[config.mk]
export PLATFORM = sky130hd
export DESIGN_NAME = ordered_list_engine
export DESIGN_NICKNAME = d
export VERILOG_FILES = /design/src/rtl/ole_pkg.sv /design/src/rtl/ole_ram.sv /design/src/rtl/ole_datapath.sv /design/src/rtl/ole_ctrl.sv /design/src/rtl/ordered_list_engine.sv
export SDC_FILE = /design/constraint.sdc
export NUM_CORES = 1
export LEC_CHECK = 0
export BUFFER_PORTS_ARGS = -buffer_cell sky130_fd_sc_hd__buf_4
export CORE_MARGIN = 3
export CORE_UTILIZATION = 55
export DETAILED_ROUTE_END_ITERATION = 16
export GPL_TIMING_DRIVEN = 1
export PLACE_DENSITY = 0.73
export SETUP_SLACK_MARGIN = 0.3
export SLEW_MARGIN = 0
export SYNTH_ARGS = -nofsm -noshare
export SYNTH_HDL_FRONTEND = slang
export SYNTH_SLANG_ARGS = --single-unit
export TNS_END_PERCENT = 5
[constraint.sdc]
create_clock -name i_clk -period 8.4 [get_ports i_clk]
set_input_delay 1.26 -clock i_clk [delete_from_list [all_inputs] [get_ports i_clk]]
set_output_delay 1.26 -clock i_clk [all_outputs]
set_load 0.005 [all_outputs]
[src/rtl/ole_pkg.sv]
// ----------------------------------------------------------------------------
// Ordered list engine package
// Shared widths, codes and the command and status types that join the
// controller and the datapath.
// ----------------------------------------------------------------------------
package ole_pkg;

    localparam int LIST_DEPTH_DEF = 16;

    localparam int ACTION_W    = 2;
    localparam int POS_W       = 5;
    localparam int VALUE_W     = 32;
    localparam int TOL_W       = 16;
    localparam int STATUS_W    = 2;
    localparam int RES_POS_W   = 4;
    localparam int COUNT_OUT_W = 5;

    localparam logic [ACTION_W-1:0] ACT_INSERT = 2'd0;
    localparam logic [ACTION_W-1:0] ACT_FIND   = 2'd1;
    localparam logic [ACTION_W-1:0] ACT_DELETE = 2'd2;

    typedef enum logic [STATUS_W-1:0] {
        ST_OK       = 2'd0,
        ST_BEYOND   = 2'd1,
        ST_NOTFOUND = 2'd2,
        ST_FULL     = 2'd3
    } t_status;

    typedef enum logic [2:0] {
        PTR_HOLD,
        PTR_TOP,
        PTR_ZERO,
        PTR_INC,
        PTR_DEC
    } t_ptr_op;

    typedef enum logic [1:0] {
        WR_NONE,
        WR_UP,
        WR_DOWN,
        WR_VALUE
    } t_wr_op;

    typedef enum logic [1:0] {
        CNT_HOLD,
        CNT_INC,
        CNT_DEC
    } t_cnt_op;

    typedef enum logic [1:0] {
        RES_ZERO,
        RES_INSERT,
        RES_PTR,
        RES_HIT
    } t_res_sel;

    typedef struct packed {
        logic     load;
        t_ptr_op  ptr_op;
        t_wr_op   wr_op;
        t_cnt_op  cnt_op;
        logic     hit_cap;
        logic     res_set;
        t_status  res_status;
        t_res_sel res_sel;
        logic     out_load;
    } t_dp_cmd;

    typedef struct packed {
        logic beyond;
        logic full;
        logic empty;
        logic pos_at_end;
        logic match;
        logic ptr_at_pos;
        logic ptr_at_last;
        logic out_free;
    } t_dp_sts;

endpackage

[src/rtl/ole_ram.sv]
// ----------------------------------------------------------------------------
// Ordered list engine RAM
// Generic single write port, single read port memory with registered read.
// ----------------------------------------------------------------------------
module ole_ram #(
    parameter int WIDTH = 32,
    parameter int DEPTH = 16
) (
    input  logic                     i_clk,
    input  logic                     i_wr_en,
    input  logic [$clog2(DEPTH)-1:0] i_wr_addr,
    input  logic [WIDTH-1:0]         i_wr_data,
    input  logic [$clog2(DEPTH)-1:0] i_rd_addr,
    output logic [WIDTH-1:0]         o_rd_data
);

    logic [WIDTH-1:0] r_mem [DEPTH];
    logic [WIDTH-1:0] r_rd_data;

    always_ff @(posedge i_clk) begin
        if (i_wr_en) begin
            r_mem[i_wr_addr] <= i_wr_data;
        end
        r_rd_data <= r_mem[i_rd_addr];
    end

    assign o_rd_data = r_rd_data;

endmodule

[src/rtl/ole_datapath.sv]
// ----------------------------------------------------------------------------
// Ordered list engine datapath
// Entry memory, walk pointer, entry count, tolerance compare, tolerance
// register and the output register.
// ----------------------------------------------------------------------------
module ole_datapath #(
    parameter int LIST_DEPTH = ole_pkg::LIST_DEPTH_DEF
) (
    input  logic                                i_clk,
    input  logic                                i_rst_n,
    input  ole_pkg::t_dp_cmd                    i_cmd,
    output ole_pkg::t_dp_sts                    o_sts,
    input  logic                                i_cfg_valid,
    input  logic [ole_pkg::TOL_W-1:0]           i_cfg_match_tolerance,
    input  logic [ole_pkg::POS_W-1:0]           i_position,
    input  logic signed [ole_pkg::VALUE_W-1:0]  i_value,
    output logic                                o_out_valid,
    input  logic                                i_out_stall,
    output logic [ole_pkg::STATUS_W-1:0]        o_status,
    output logic [ole_pkg::RES_POS_W-1:0]       o_result_position,
    output logic [ole_pkg::COUNT_OUT_W-1:0]     o_entry_count
);

    import ole_pkg::*;

    localparam int AW = $clog2(LIST_DEPTH);
    localparam int CW = $clog2(LIST_DEPTH + 1);
    localparam int WW = (POS_W > CW) ? POS_W : CW;
    localparam int DW = VALUE_W + 1;

    logic [TOL_W-1:0]   r_tol;
    logic [VALUE_W-1:0] r_value;
    logic [POS_W-1:0]   r_pos;
    logic [CW-1:0]      r_total;
    logic [AW-1:0]      r_ptr;
    logic [AW-1:0]      n_ptr;
    logic [AW-1:0]      r_hit;
    t_status            r_status;
    logic [AW-1:0]      r_res_pos;

    logic               r_out_valid;
    t_status            r_out_status;
    logic [AW-1:0]      r_out_pos;
    logic [CW-1:0]      r_out_count;

    logic               wr_en;
    logic [AW-1:0]      wr_addr;
    logic [VALUE_W-1:0] wr_data;
    logic [VALUE_W-1:0] rd_data;

    logic signed [DW-1:0] diff;
    logic signed [DW-1:0] tol_pos;
    logic signed [DW-1:0] tol_neg;
    logic [CW-1:0]        total_last;
    logic [AW-1:0]        res_pos;

    always_comb begin
        case (i_cmd.ptr_op)
            PTR_TOP:  n_ptr = AW'(r_total - CW'(1));
            PTR_ZERO: n_ptr = '0;
            PTR_INC:  n_ptr = r_ptr + AW'(1);
            PTR_DEC:  n_ptr = r_ptr - AW'(1);
            default:  n_ptr = r_ptr;
        endcase
    end

    always_comb begin
        wr_en   = 1'b1;
        wr_addr = r_ptr;
        wr_data = rd_data;
        case (i_cmd.wr_op)
            WR_UP:    wr_addr = r_ptr + AW'(1);
            WR_DOWN:  wr_addr = r_ptr - AW'(1);
            WR_VALUE: begin
                wr_addr = AW'(r_pos);
                wr_data = r_value;
            end
            default:  wr_en = 1'b0;
        endcase
    end

    ole_ram #(
        .WIDTH (VALUE_W),
        .DEPTH (LIST_DEPTH)
    ) u_ram (
        .i_clk     (i_clk),
        .i_wr_en   (wr_en),
        .i_wr_addr (wr_addr),
        .i_wr_data (wr_data),
        .i_rd_addr (n_ptr),
        .o_rd_data (rd_data)
    );

    assign diff    = $signed({rd_data[VALUE_W-1], rd_data})
                   - $signed({r_value[VALUE_W-1], r_value});
    assign tol_pos = $signed({{(DW-TOL_W){1'b0}}, r_tol});
    assign tol_neg = $signed(DW'(0) - {{(DW-TOL_W){1'b0}}, r_tol});
    assign total_last = r_total - CW'(1);

    always_comb begin
        case (i_cmd.res_sel)
            RES_INSERT: res_pos = AW'(r_pos);
            RES_PTR:    res_pos = r_ptr;
            RES_HIT:    res_pos = r_hit;
            default:    res_pos = '0;
        endcase
    end

    assign o_sts.beyond      = WW'(r_pos) > WW'(r_total);
    assign o_sts.full        = r_total == CW'(LIST_DEPTH);
    assign o_sts.empty       = r_total == '0;
    assign o_sts.pos_at_end  = WW'(r_pos) == WW'(r_total);
    assign o_sts.match       = (diff <= tol_pos) && (diff >= tol_neg);
    assign o_sts.ptr_at_pos  = WW'(r_ptr) == WW'(r_pos);
    assign o_sts.ptr_at_last = CW'(r_ptr) == total_last;
    assign o_sts.out_free    = !r_out_valid || !i_out_stall;

    always_ff @(posedge i_clk) begin
        if (!i_rst_n) begin
            r_tol       <= '0;
            r_total     <= '0;
            r_ptr       <= '0;
            r_out_valid <= 1'b0;
        end else begin
            if (i_cfg_valid) begin
                r_tol <= i_cfg_match_tolerance;
            end
            r_ptr <= n_ptr;
            case (i_cmd.cnt_op)
                CNT_INC: r_total <= r_total + CW'(1);
                CNT_DEC: r_total <= r_total - CW'(1);
                default: r_total <= r_total;
            endcase
            if (i_cmd.out_load) begin
                r_out_valid <= 1'b1;
            end else if (!i_out_stall) begin
                r_out_valid <= 1'b0;
            end
        end
    end

    always_ff @(posedge i_clk) begin
        if (i_cmd.load) begin
            r_value <= i_value;
            r_pos   <= i_position;
        end
        if (i_cmd.hit_cap) begin
            r_hit <= r_ptr;
        end
        if (i_cmd.res_set) begin
            r_status  <= i_cmd.res_status;
            r_res_pos <= res_pos;
        end
        if (i_cmd.out_load) begin
            r_out_status <= r_status;
            r_out_pos    <= r_res_pos;
            r_out_count  <= r_total;
        end
    end

    assign o_out_valid       = r_out_valid;
    assign o_status          = r_out_status;
    assign o_result_position = RES_POS_W'(r_out_pos);
    assign o_entry_count     = COUNT_OUT_W'(r_out_count);

endmodule

[src/rtl/ole_ctrl.sv]
// ----------------------------------------------------------------------------
// Ordered list engine controller
// State machine that takes one request at a time and steps the datapath
// through the bound checks, the search walk and the shift walks.
// ----------------------------------------------------------------------------
module ole_ctrl (
    input  logic                           i_clk,
    input  logic                           i_rst_n,
    input  logic                           i_in_valid,
    output logic                           o_in_stall,
    input  logic [ole_pkg::ACTION_W-1:0]   i_action,
    input  ole_pkg::t_dp_sts               i_sts,
    output ole_pkg::t_dp_cmd               o_cmd
);

    import ole_pkg::*;

    typedef enum logic [2:0] {
        S_IDLE,
        S_DECIDE,
        S_INS_SHIFT,
        S_INS_WRITE,
        S_SCAN,
        S_DEL_SHIFT,
        S_RESULT
    } t_state;

    t_state              r_state;
    t_state              n_state;
    logic [ACTION_W-1:0] r_action;
    logic [ACTION_W-1:0] n_action;

    always_comb begin
        n_state  = r_state;
        n_action = r_action;
        o_cmd    = '0;
        unique case (r_state)
            S_IDLE: begin
                if (i_in_valid) begin
                    o_cmd.load = 1'b1;
                    n_action   = i_action;
                    n_state    = S_DECIDE;
                end
            end
            S_DECIDE: begin
                case (r_action) inside
                    ACT_INSERT: begin
                        if (i_sts.beyond) begin
                            o_cmd.res_set    = 1'b1;
                            o_cmd.res_status = ST_BEYOND;
                            o_cmd.res_sel    = RES_ZERO;
                            n_state          = S_RESULT;
                        end else if (i_sts.full) begin
                            o_cmd.res_set    = 1'b1;
                            o_cmd.res_status = ST_FULL;
                            o_cmd.res_sel    = RES_ZERO;
                            n_state          = S_RESULT;
                        end else if (i_sts.pos_at_end) begin
                            n_state = S_INS_WRITE;
                        end else begin
                            o_cmd.ptr_op = PTR_TOP;
                            n_state      = S_INS_SHIFT;
                        end
                    end
                    ACT_FIND, ACT_DELETE: begin
                        if (i_sts.empty) begin
                            o_cmd.res_set    = 1'b1;
                            o_cmd.res_status = ST_NOTFOUND;
                            o_cmd.res_sel    = RES_ZERO;
                            n_state          = S_RESULT;
                        end else begin
                            o_cmd.ptr_op = PTR_ZERO;
                            n_state      = S_SCAN;
                        end
                    end
                    default: begin
                        o_cmd.res_set    = 1'b1;
                        o_cmd.res_status = ST_NOTFOUND;
                        o_cmd.res_sel    = RES_ZERO;
                        n_state          = S_RESULT;
                    end
                endcase
            end
            S_INS_SHIFT: begin
                o_cmd.wr_op = WR_UP;
                if (i_sts.ptr_at_pos) begin
                    n_state = S_INS_WRITE;
                end else begin
                    o_cmd.ptr_op = PTR_DEC;
                end
            end
            S_INS_WRITE: begin
                o_cmd.wr_op      = WR_VALUE;
                o_cmd.cnt_op     = CNT_INC;
                o_cmd.res_set    = 1'b1;
                o_cmd.res_status = ST_OK;
                o_cmd.res_sel    = RES_INSERT;
                n_state          = S_RESULT;
            end
            S_SCAN: begin
                if (i_sts.match) begin
                    if (r_action == ACT_DELETE) begin
                        o_cmd.hit_cap = 1'b1;
                        if (i_sts.ptr_at_last) begin
                            o_cmd.cnt_op     = CNT_DEC;
                            o_cmd.res_set    = 1'b1;
                            o_cmd.res_status = ST_OK;
                            o_cmd.res_sel    = RES_PTR;
                            n_state          = S_RESULT;
                        end else begin
                            o_cmd.ptr_op = PTR_INC;
                            n_state      = S_DEL_SHIFT;
                        end
                    end else begin
                        o_cmd.res_set    = 1'b1;
                        o_cmd.res_status = ST_OK;
                        o_cmd.res_sel    = RES_PTR;
                        n_state          = S_RESULT;
                    end
                end else if (i_sts.ptr_at_last) begin
                    o_cmd.res_set    = 1'b1;
                    o_cmd.res_status = ST_NOTFOUND;
                    o_cmd.res_sel    = RES_ZERO;
                    n_state          = S_RESULT;
                end else begin
                    o_cmd.ptr_op = PTR_INC;
                end
            end
            S_DEL_SHIFT: begin
                o_cmd.wr_op = WR_DOWN;
                if (i_sts.ptr_at_last) begin
                    o_cmd.cnt_op     = CNT_DEC;
                    o_cmd.res_set    = 1'b1;
                    o_cmd.res_status = ST_OK;
                    o_cmd.res_sel    = RES_HIT;
                    n_state          = S_RESULT;
                end else begin
                    o_cmd.ptr_op = PTR_INC;
                end
            end
            S_RESULT: begin
                if (i_sts.out_free) begin
                    o_cmd.out_load = 1'b1;
                    n_state        = S_IDLE;
                end
            end
            default: begin
                n_state = S_IDLE;
            end
        endcase
    end

    always_ff @(posedge i_clk) begin
        if (!i_rst_n) begin
            r_state  <= S_IDLE;
            r_action <= '0;
        end else begin
            r_state  <= n_state;
            r_action <= n_action;
        end
    end

    assign o_in_stall = r_state != S_IDLE;

endmodule

[src/rtl/ordered_list_engine.sv]
// ----------------------------------------------------------------------------
// Ordered list engine
// Keeps a bounded ordered list of signed Q16.16 values with insert at a
// position, find within a tolerance, and delete of the first match.
//
// The request channel (i_in_valid, o_in_stall) carries an action, a position
// and a value; a transfer happens when valid is high and stall is low. Each
// request gives exactly one result transfer on the output channel
// (o_out_valid, i_out_stall) with a status, a position and the entry count.
// One request is worked at a time, walking an entry RAM with one read and one
// write port one entry per cycle. The result sits in an output register, so
// the next request is taken while an earlier result is still stalled; a
// request whose result finds that register full waits until it is taken.
// The configuration channel (i_cfg_valid, o_cfg_ready) writes the match
// tolerance and is always ready. Reset empties the list and clears the
// tolerance; the entry RAM needs no clearing.
// ----------------------------------------------------------------------------
module ordered_list_engine #(
    parameter int LIST_DEPTH = ole_pkg::LIST_DEPTH_DEF
) (
    input  logic                                i_clk,
    input  logic                                i_rst_n,
    input  logic                                i_in_valid,
    output logic                                o_in_stall,
    input  logic [ole_pkg::ACTION_W-1:0]        i_action,
    input  logic [ole_pkg::POS_W-1:0]           i_position,
    input  logic signed [ole_pkg::VALUE_W-1:0]  i_value,
    output logic                                o_out_valid,
    input  logic                                i_out_stall,
    output logic [ole_pkg::STATUS_W-1:0]        o_status,
    output logic [ole_pkg::RES_POS_W-1:0]       o_result_position,
    output logic [ole_pkg::COUNT_OUT_W-1:0]     o_entry_count,
    input  logic                                i_cfg_valid,
    output logic                                o_cfg_ready,
    input  logic [ole_pkg::TOL_W-1:0]           i_cfg_match_tolerance
);

    import ole_pkg::*;

    t_dp_cmd cmd;
    t_dp_sts sts;

    ole_ctrl u_ctrl (
        .i_clk      (i_clk),
        .i_rst_n    (i_rst_n),
        .i_in_valid (i_in_valid),
        .o_in_stall (o_in_stall),
        .i_action   (i_action),
        .i_sts      (sts),
        .o_cmd      (cmd)
    );

    ole_datapath #(
        .LIST_DEPTH (LIST_DEPTH)
    ) u_datapath (
        .i_clk                 (i_clk),
        .i_rst_n               (i_rst_n),
        .i_cmd                 (cmd),
        .o_sts                 (sts),
        .i_cfg_valid           (i_cfg_valid),
        .i_cfg_match_tolerance (i_cfg_match_tolerance),
        .i_position            (i_position),
        .i_value               (i_value),
        .o_out_valid           (o_out_valid),
        .i_out_stall           (i_out_stall),
        .o_status              (o_status),
        .o_result_position     (o_result_position),
        .o_entry_count         (o_entry_count)
    );

    assign o_cfg_ready = 1'b1;

endmodule
Word level (Yosys, flattened, before mapping)
Memory sizes are Yosys's and may differ from the RTL's. A register that Yosys moved wholly into a read port is not among the register bits.
Cells that the tools add are included.

word-level totals
  register bits = 89
  memory bits (writable) = 512
  input port bits = 60
  output and inout bits = 14
  logic and storage cells = 121
  memories kept = 1

operators by class
  add/subtract/negate cells = 6
  order comparisons = 3
  equal/unequal tests = 28
  muxes and demuxes = 56
  reduce and logical (&&, ||, !) cells = 13

memory list
  name                    words  bits a word  rd ports  clocked after Yosys merged registers in  write ports  line           source
  u_datapath.u_ram.r_mem  16     32           1         1                                        1            ole_ram.sv:17  logic [WIDTH-1:0] r_mem [DEPTH];

operators by type and width
  cell                     number
  $mux W3                  18
  $mux W5                  10
  $ge A33 B33 Y1           1
  $le A33 B17 Y1           1
  $sub A32 B32 Y33         1
  $mux W32                 1
  $pmux W4 S3              2
  $pmux W3 S7              1
  $pmux W5 S4              1
  $sub A1 B16 Y17 const A  1
  $pmux W4 S4              1
  $eq A2 B2 Y1 const B     6
  $eq A3 B2 Y1 const B     4
  $eq A3 B3 Y1 const B     4
  $mux W1                  12
  $mux W2                  6
  $pmux W2 S3              2
  $pmux W3 S4              1
  $eq A4 B5 Y1             2
  $pmux W5 S2              1
  $eq A2 B1 Y1 const B     4
  $eq A3 B1 Y1 const B     2
  $ne A2 B2 Y1 const B     3
  $add A5 B1 Y5 const B    1
  other kinds (19)         20

Depth between registers and ports, before layout
Gate-level depths: netlist of the first run.

  word-level depth = 8
  gate-level depth with buffers = 30
  depth with buffers taken out = 29

By module
Synthesis of the first run repeated with hierarchy kept, for this count alone.

second synthesis, totals
  cell total of the unflattened synthesis = 1,763
  area, all modules = 27,827.9 µm²

by module, submodules not included
  module               times used  cells an instance  area an instance (µm²)  sequential area each (µm²)
  ole_ram              1           838                19,835.3                16,015.4
  ole_datapath         1           851                7,428.4                 2,262.2
  ole_ctrl             1           72                 553.0                   100.1
  ordered_list_engine  1           2                  11.3                    0.0

Worst setup path after synthesis of the first run
Ideal clock, no wire load.

  kind = register -> register
  start = register u_datapath.r_tol[2]
  end = register u_datapath.u_ram.r_rd_data[6], in the netlist u_datapath.u_ram.o_rd_data[6] (read register of u_datapath.u_ram.r_mem)
  library setup time = 121 ps
  arrival time = 5,784 ps
  data required time = 8,279 ps
  slack = 2,495 ps
  cell stages (with the launch flop) = 21
  buffers on the path = 1
  clock period less this slack = 5,905 ps
  path through = dfxtp_1 nor4_1 and2_1 nand3_1 nor3_1 ha_1 nand4_1 a211oi_1 a2111oi_0 a311oi_1 a211oi_1 a22oi_1 o22ai_1 or2_2 o2111ai_2 o21ai_2 buf_1 mux2i_1 a22oi_1 mux2_1 mux2_2

on the way
  longest elaborated chain between the ends = 7
  elaborated cells on any way between the ends = 11
  those cells by class = 1 x add/sub; 2 x order compare; 4 x eq/ne; 3 x mux; 1 x reduce/logical

ends and longest elaborated chain
  what                                        line                 source
  start, declared                             ole_datapath.sv:31   logic [TOL_W-1:0] r_tol;
  start signal, assigned                      ole_datapath.sv:126  r_tol <= i_cfg_match_tolerance;
  $sub A1 B16 Y17                             ole_datapath.sv:97   assign tol_neg = $signed(DW'(0) - {{(DW-TOL_W){1'b0}}, r_tol});
  $ge A33 B33 Y1                              ole_datapath.sv:113  assign o_sts.match = (diff <= tol_pos) && (diff >= tol_neg);
  $logic_and A1 B1 Y1 *                       ole_datapath.sv:113
  $mux W3 *                                   ole_ctrl.sv:101      if (i_sts.match) begin
  $pmux W3 S4 *                               ole_ctrl.sv:37       unique case (r_state)
  $eq A3 B3 Y1, or another cell as far along  ole_datapath.sv:58   case (i_cmd.ptr_op)
  $pmux W4 S4 *                               ole_datapath.sv:58
  end, declared                               ole_ram.sv:18        logic [WIDTH-1:0] r_rd_data;

Every way passes the cells marked *; elsewhere a longest branch is shown, timed or not.
A chain may end at the register's enable or synchronous reset.

Final worst setup path of the first run
  start = register u_datapath.r_value[4]
  end = register u_datapath.u_ram.r_rd_data[22], in the netlist u_datapath.u_ram.o_rd_data[22] (read register of u_datapath.u_ram.r_mem)

on the way
  longest elaborated chain between the ends = 7
  elaborated cells on any way between the ends = 11
  those cells by class = 1 x add/sub; 2 x order compare; 4 x eq/ne; 3 x mux; 1 x reduce/logical

ends and longest elaborated chain
  what                                                     line                 source
  start, declared                                          ole_datapath.sv:32   logic [VALUE_W-1:0] r_value;
  start signal, assigned                                   ole_datapath.sv:144  r_value <= i_value;
  $sub A32 B32 Y33 *                                       ole_datapath.sv:95   - $signed({r_value[VALUE_W-1], r_value});
  $le A33 B17 Y1 / $ge A33 B33 Y1 (equally long branches)  ole_datapath.sv:113
  $logic_and A1 B1 Y1 *                                    ole_datapath.sv:113
  $mux W3 *                                                ole_ctrl.sv:101
  $pmux W3 S4 *                                            ole_ctrl.sv:37
  $eq A3 B3 Y1, or another cell as far along               ole_datapath.sv:58
  $pmux W4 S4 *                                            ole_datapath.sv:58

Marked as above.

==> metrics.txt, run 1 <==
global-route wire length before repair=110,000 µm; Setup TNS Final=0 ps; #FFs+latches synth=633; post-synthesis compound-gate area fraction=11.8%; total track usage=25.5%; Crit path required time=8940 ps; row cnt=83; cells after synthesis=~2,200; post-synthesis mux area share=9.22%; largest net degree at the start of global routing=141; DPL Wire Length=between 40,000 and 50,000 µm; full die area=55,700 µm²; met2 Use GR=between 40% and 50%; cell mode on critical path=a21o_1; Syn Nets=2,383; count of different cell masters after synthesis=75; post-CTS sizing=0; Layout Nets=roughly 2,500; GRT Max-Usage Layer=met2; number of synthesized flops with an enable pin=570; FMAX=roughly 130 MHz; Syn Std Cell Area=just under 30,000 µm²; chip height=236 µm; area fraction of the dominant cell type after synthesis=58.8%; Initial Util=a little under three fifths; synth top area cells=edfxtp_1, mux2i_1, dfxtp_1, ha_1, a22oi_1; Slew Limit Fails=0; root buffer cell=clkbuf_16; TritonCTS clock tree=built; Port-buffer cells=72; P&R area growth vs syn=12.5%; 1st-iter DRT viols=about 2,100; Pre-antenna DRT Iters=6; largest family of logic cells by synthesized area=compound AO/OA/AOI/OAI gates; Seq/Total Area, Yosys=63.1%; Crit-path slowest cell=o21ai_4; startpoint type of the worst setup path=flip-flop; min cycle time layout=7510 ps; Clk Latency, worst-skew pair=approximately 650 ps; GR Util met1=34.8%; Hold Slack=around 420 ps; vias in the first global route=~19,000; RSZ-0062 raised after global routing=no; hold buffer count at cts=0; fin worst setup slack=894 ps; commonest non-fill, non-tap cells in the layout=edfxtp_1, nand2_1, mux2i_1; Synth Area in Adders=roughly 4.1%; TritonCTS Buffers=61; Die Wd=about 240 µm; crit-path max cell delay=610 ps; Final Util=63.2%; Critical Path AT=8040 ps; GR Util met3=~3.9%; outcome=finished clean; Post-DRT Antenna Nets=0; Tcrit/Tclk final=89.4%; Boundary Pins=74; synth warn=0; CP Capture Type=flip-flop; Synth Area in XOR/XNOR=1.56%; synthesized area per cell=13.1 µm²; Via-to-Cell Ratio=~6.2; Diodes inserted=0; Max-Cap Viols=0; simple-gate share of the synthesized area=slightly above 7%; gpl congestion=just over 0.9; # DRC=0; final hold vios=0; Post-synth ARST share=0%; layout cells sized above 1=14.4%; Final setup viols=0; initial antenna violation count=0; worst-case clock buffer depth=3; CP max FO=104; H-tree depth=2; drt wl/cell=23.6 µm; commonest non-fill, non-tap cell in the layout=edfxtp_1; number of buffers added for setup after CTS=0; Placeable Area=51,800 µm²; vias=approximately 19,000; Least-Margin Pin Slew=1100 ps; Setup CP Type=reg -> reg; post-synth top area cell=edfxtp_1; pre-CTS setup slack=1160 ps; Worst Hold Class=reg -> reg; commonest register cell after synthesis=edfxtp_1; clk sinks=633; clk slew on worst S/H paths=60 ps; GRT overflow=0; final WL=71,700 µm; slew margin rel.=26.0%; clk_skew=35.6 ps
[sequential cells by signal, summed over array words and instances, names as in the netlist]
name,flops
u_datapath.r_tol,16
u_datapath.r_ptr,4
u_datapath.u_ram.r_mem,512
u_datapath.r_hit,4
u_datapath.o_result_position,4
u_datapath.r_total,5
u_datapath.r_value,32
u_ctrl.r_action,2
u_datapath.o_out_valid,1
u_datapath.r_res_pos,4
u_datapath.u_ram.o_rd_data,32
u_datapath.o_entry_count,5
u_datapath.r_pos,5
u_datapath.r_status,2
u_datapath.o_status,2
u_ctrl.r_state,3
[worst paths after layout]
| path | depth (start not counted) | slack [ps] | to | start |
|---|---|---|---|---|
| max | 28 | 890 | u_datapath.u_ram.o_rd_data[22] | u_datapath.r_value[4] |
| min | 0 | 420 | u_datapath.o_status[0] | u_datapath.r_status[0] |
| max reg2reg | 28 | 890 | u_datapath.u_ram.o_rd_data[22] | u_datapath.r_value[4] |
| min reg2reg | 0 | 420 | u_datapath.o_status[0] | u_datapath.r_status[0] |
[critical path, delay by kind of cell, from the launching register on]
family	cells	cell delay, ps
compound gates	15	3320
xor+xnor	1	170
mux	3	880
flops	1	360
fa+ha+maj	2	680
simple gates	5	1170
buf+inv	2	690
[kinds of logic after synthesis]
group,after synthesis
flops,633
compound gates,516
simple gates,461
mux,256
buf+inv,216
fa+ha+maj,94
xor+xnor,52
other cells,1
[cell usage after synthesis (all sizes together), types with 7 or more instances]
master,instances
o22ai,9
xor2,19
nand2,223
mux2,97
o21ai,76
and3,9
a311oi,7
a21o,24
nor4,10
xnor2,33
o211ai,9
a22oi,128
a21oi,67
nor3,22
mux2i,159
or3,8
nand4,15
a211oi,14
nand2b,15
edfxtp,570
ha,93
a31oi,129
nand3,25
o21a,7
buf,37
dfxtp,63
nor2,103
clkbuf,93
and2,7
inv,84
[layout make-up]
class,instances,area (µm²)
clock buffer,79,1640
tap,680,851
clock inverter,37,462
multi-input combinational,1380,10000
sequential,633,18400
fill,3804,19100
timing repair buffer,139,1110
inverter,86,323
[through the flow]
stage | instance area (µm²) | cells
global route | 32800 | 3034
CTS | 32800 | 3034
floorplan | 29100 | 2229
detailed placement | 30700 | 2918
finish | 32800 | 3034
global placement | 30700 | 2918
[metal layers]
layer / share of wire, % / wire (µm)
met4: 3.3 / 2400
met1: 42 / 30200
met2: 48 / 34300
met5: 0 / 0
met3: 6.8 / 4880
Power of run 1 is left out: the tool's default activity adds up to more than one toggle a clock period on the data nets, which glitch-free logic cannot reach.
==> inputs of run 2 (changes only) <==
--- a/config.mk
+++ b/config.mk
@@ -15,5 +15,6 @@
 export SLEW_MARGIN = 0
 export SYNTH_ARGS = -nofsm -noshare
 export SYNTH_HDL_FRONTEND = slang
+export SYNTH_HIERARCHICAL = 1
 export SYNTH_SLANG_ARGS = --single-unit
 export TNS_END_PERCENT = 5
==> constraint.sdc (replaced) <==
create_clock -name i_clk -period 9.3 [get_ports i_clk]
set_input_delay 1.395 -clock i_clk [delete_from_list [all_inputs] [get_ports i_clk]]
set_output_delay 1.395 -clock i_clk [all_outputs]
set_load 0.005 [all_outputs]
==> run 2 against run 1 <==
Against the previous run: die area decreased by 4.3%; area after synthesis decreased by 4.4%; non-clock buffer count increased by 2; critical path depth increased by 2; clock-buffer cell count increased by 7; critical path type unchanged.
==> metrics.txt, run 2 <==
switch share=37.3%; area of the multi-input gates=8940 µm² (-11%); top-count cell post-synth=edfxtp_1; global-route wire length before repair=97,500 µm (-11%); synthesized area per cell=15.8 µm² (+21%); hold buffer count at cts=0 (unchanged); met2 wire len=30,900 µm (-9.9%); startpoint type of the worst setup path=flip-flop; Syn Nets=1,917 (-20%); row cnt=81 (-2.4%); commonest register cell after synthesis=edfxtp_1; Post-synth ARST share=0% (unchanged); Die Wd=231 µm (-2.2%); count of different cell masters after synthesis=87 (+16%); Syn Std Cell Area=27,800 µm² (-4.4%); Power per Cell Area=409 nW/µm²; 1st-iter DRT viols=1,675 (-19%); root buffer cell=clkbuf_16; Least-Margin Pin Slew=1060 ps (-37.8 ps); final WL=64,700 µm (-9.8%); cell leakage power=approximately 11 nW; Max rail drop VDD=0.457 mV; sequential share of power=30.4%; outcome=finished clean; WP buf/inv=4 (+2); Tcrit/Tclk final=87.5% (-1.9 points); Net Sw Power=4.86 mW; Diodes inserted=0 (unchanged); cells after synthesis=1,763 (-21%); CP max FO=27 (-74%); full die area=53,300 µm² (-4.3%); Crit-path slowest cell=nor4_1; top sig layer=met4; DPL Wire Length=37,800 µm (-13%); Boundary Pins=74 (unchanged); synth top area cells=edfxtp_1, mux4_2, dfxtp_1, ha_1, a22oi_1; Seq/Total Area, Yosys=66.0% (+2.9 points); largest net degree at the start of global routing=73 (-48%); max reg flops=512 (unchanged); slew margin rel.=28.6% (+2.5 points); FMAX=123 MHz (-7.7%); chip height=231 µm (-2.2%); Worst Hold Class=reg -> reg; Largest Register=u_datapath/u_ram/r_mem; GRT overflow=0 (unchanged); clk_skew=21.8 ps (-13.8 ps); clk slew on worst S/H paths=60 ps (about the same); drt wl/cell=24.8 µm (+4.8%); Setup TNS Final=0 ps (unchanged); Initial Util=56.3% (+0.079 points); Comb power frac=48.4%; post-CTS sizing=0 (unchanged); Fillers=3,455 (-9.2%); TritonCTS Buffers=67 (+9.8%); internal power=8.17 mW; crit-path max cell delay=580 ps (-30 ps); TritonCTS clock tree=built; Crit path required time=9760 ps (+820 ps); # DRC=0 (unchanged); Placeable Area=49,500 µm² (-4.6%); post-synth top area cell=edfxtp_1; Clk network pwr share=21.2%; gpl congestion=0.880 (-5.8%); number of synthesized flops with an enable pin=570 (unchanged); Post-DRT Antenna Nets=0 (unchanged); FF+latch area=18,400 µm² (unchanged); RSZ-0062 raised after global routing=no; min cycle time layout=8140 ps (+630 ps); CP delay by family, top=compound AO/OA/AOI/OAI gates; #FFs+latches synth=633 (unchanged); Via-to-Cell Ratio=6.21 (-0.24%); commonest non-fill, non-tap cells in the layout=edfxtp_1, buf_4, mux4_2; worst-case clock buffer depth=3 (unchanged); Setup CP Type=reg -> reg; CP Capture Type=flip-flop; H-tree depth=3 (+1); area fraction of the dominant cell type after synthesis=61.5% (+2.7 points); Final setup viols=0 (unchanged); final hold vios=0 (unchanged); Clk Latency, worst-skew pair=590 ps (-60 ps); Total Power=13.0 mW; Critical Path AT=8590 ps (+550 ps); clk sinks=633 (unchanged); number of buffers added for setup after CTS=0 (unchanged); Pre-antenna DRT Iters=7 (+1); vias in the first global route=16,200 (-13%); wire length on met1=26,200 µm (-13%); met3 routed WL=5250 µm (+7.4%); commonest non-fill, non-tap cell in the layout=edfxtp_1; Max-Cap Viols=0 (unchanged); synth cell count leaders=edfxtp_1, mux4_2, nand2_1; synth warn=6 (+6); vias=16,200 (-14%); Layout Nets=2,050 (-16%); initial antenna violation count=0 (unchanged); Port-buffer cells=72 (unchanged); P&R area growth vs syn=14.5%; layout cells sized above 1=22.3% (+7.9 points); Hold Slack=421 ps (+2.15 ps); total track usage=24.4% (-1.0 points); Slew Limit Fails=0 (unchanged)
==> run 2: power by group through the flow <==
stage | sequential, mW | clock, mW | combinational, mW
5_1_grt | 3.98 | 2.91 | 6.86
3_5_place_dp | 4.02 | 0 | 6.25
6_report | 3.96 | 2.76 | 6.31
3_3_place_gp | 4.00 | 0 | 6.13
2_1_floorplan | 3.94 | 0 | 4.54
4_1_cts | 3.96 | 2.81 | 6.32
==> run 2: cell families after synthesis <==
group	synth area share [%]
mux	11.4
buf+inv	2.43
fa+ha+maj	4.25
simple gates	6.60
other cells	0.0135
flops	66.0
compound gates	7.57
xor+xnor	1.67
==> run 2: through the flow <==
stage	instance area (µm²)	setup WS (ps)	utilization, %	std cells
finish	31900	1160	64.4	2612
floorplan	27800	3000	-	1763
global placement	29600	1080	59.8	2491
detailed placement	29600	959	59.8	2491
global route	31900	429	64.4	2612
CTS	31900	824	64.4	2612
==> run 2: worst paths after layout <==
kind	from	endpoint	slack (ps)	cells after the start
min	u_datapath/r_res_pos[2]	u_datapath/o_result_position[2]	420	0
min reg2reg	u_datapath/r_res_pos[2]	u_datapath/o_result_position[2]	420	0
max reg2reg	u_datapath/r_value[1]	u_datapath/u_ram/o_rd_data[13]	1160	30
max	u_datapath/r_value[1]	u_datapath/u_ram/o_rd_data[13]	1160	30
==> run 2: final cells by class <==
cell class                 count  share of cell area (%)
clock inverter                35                    1.42
timing repair buffer         141                    3.48
sequential                   633                    57.7
multi-input combinational    971                    28.1
inverter                      82                   0.966
tap                          664                    2.61
clock buffer                  86                    5.78
==> run 2: layer usage <==
metal	vias up	track usage (%)
met2	716	38.9
met5	-	0
met3	144	4.64
met4	0	9.51
li1	7192	-
met1	8172	33.9
Note: power is estimated with default switching activity, not from simulation.
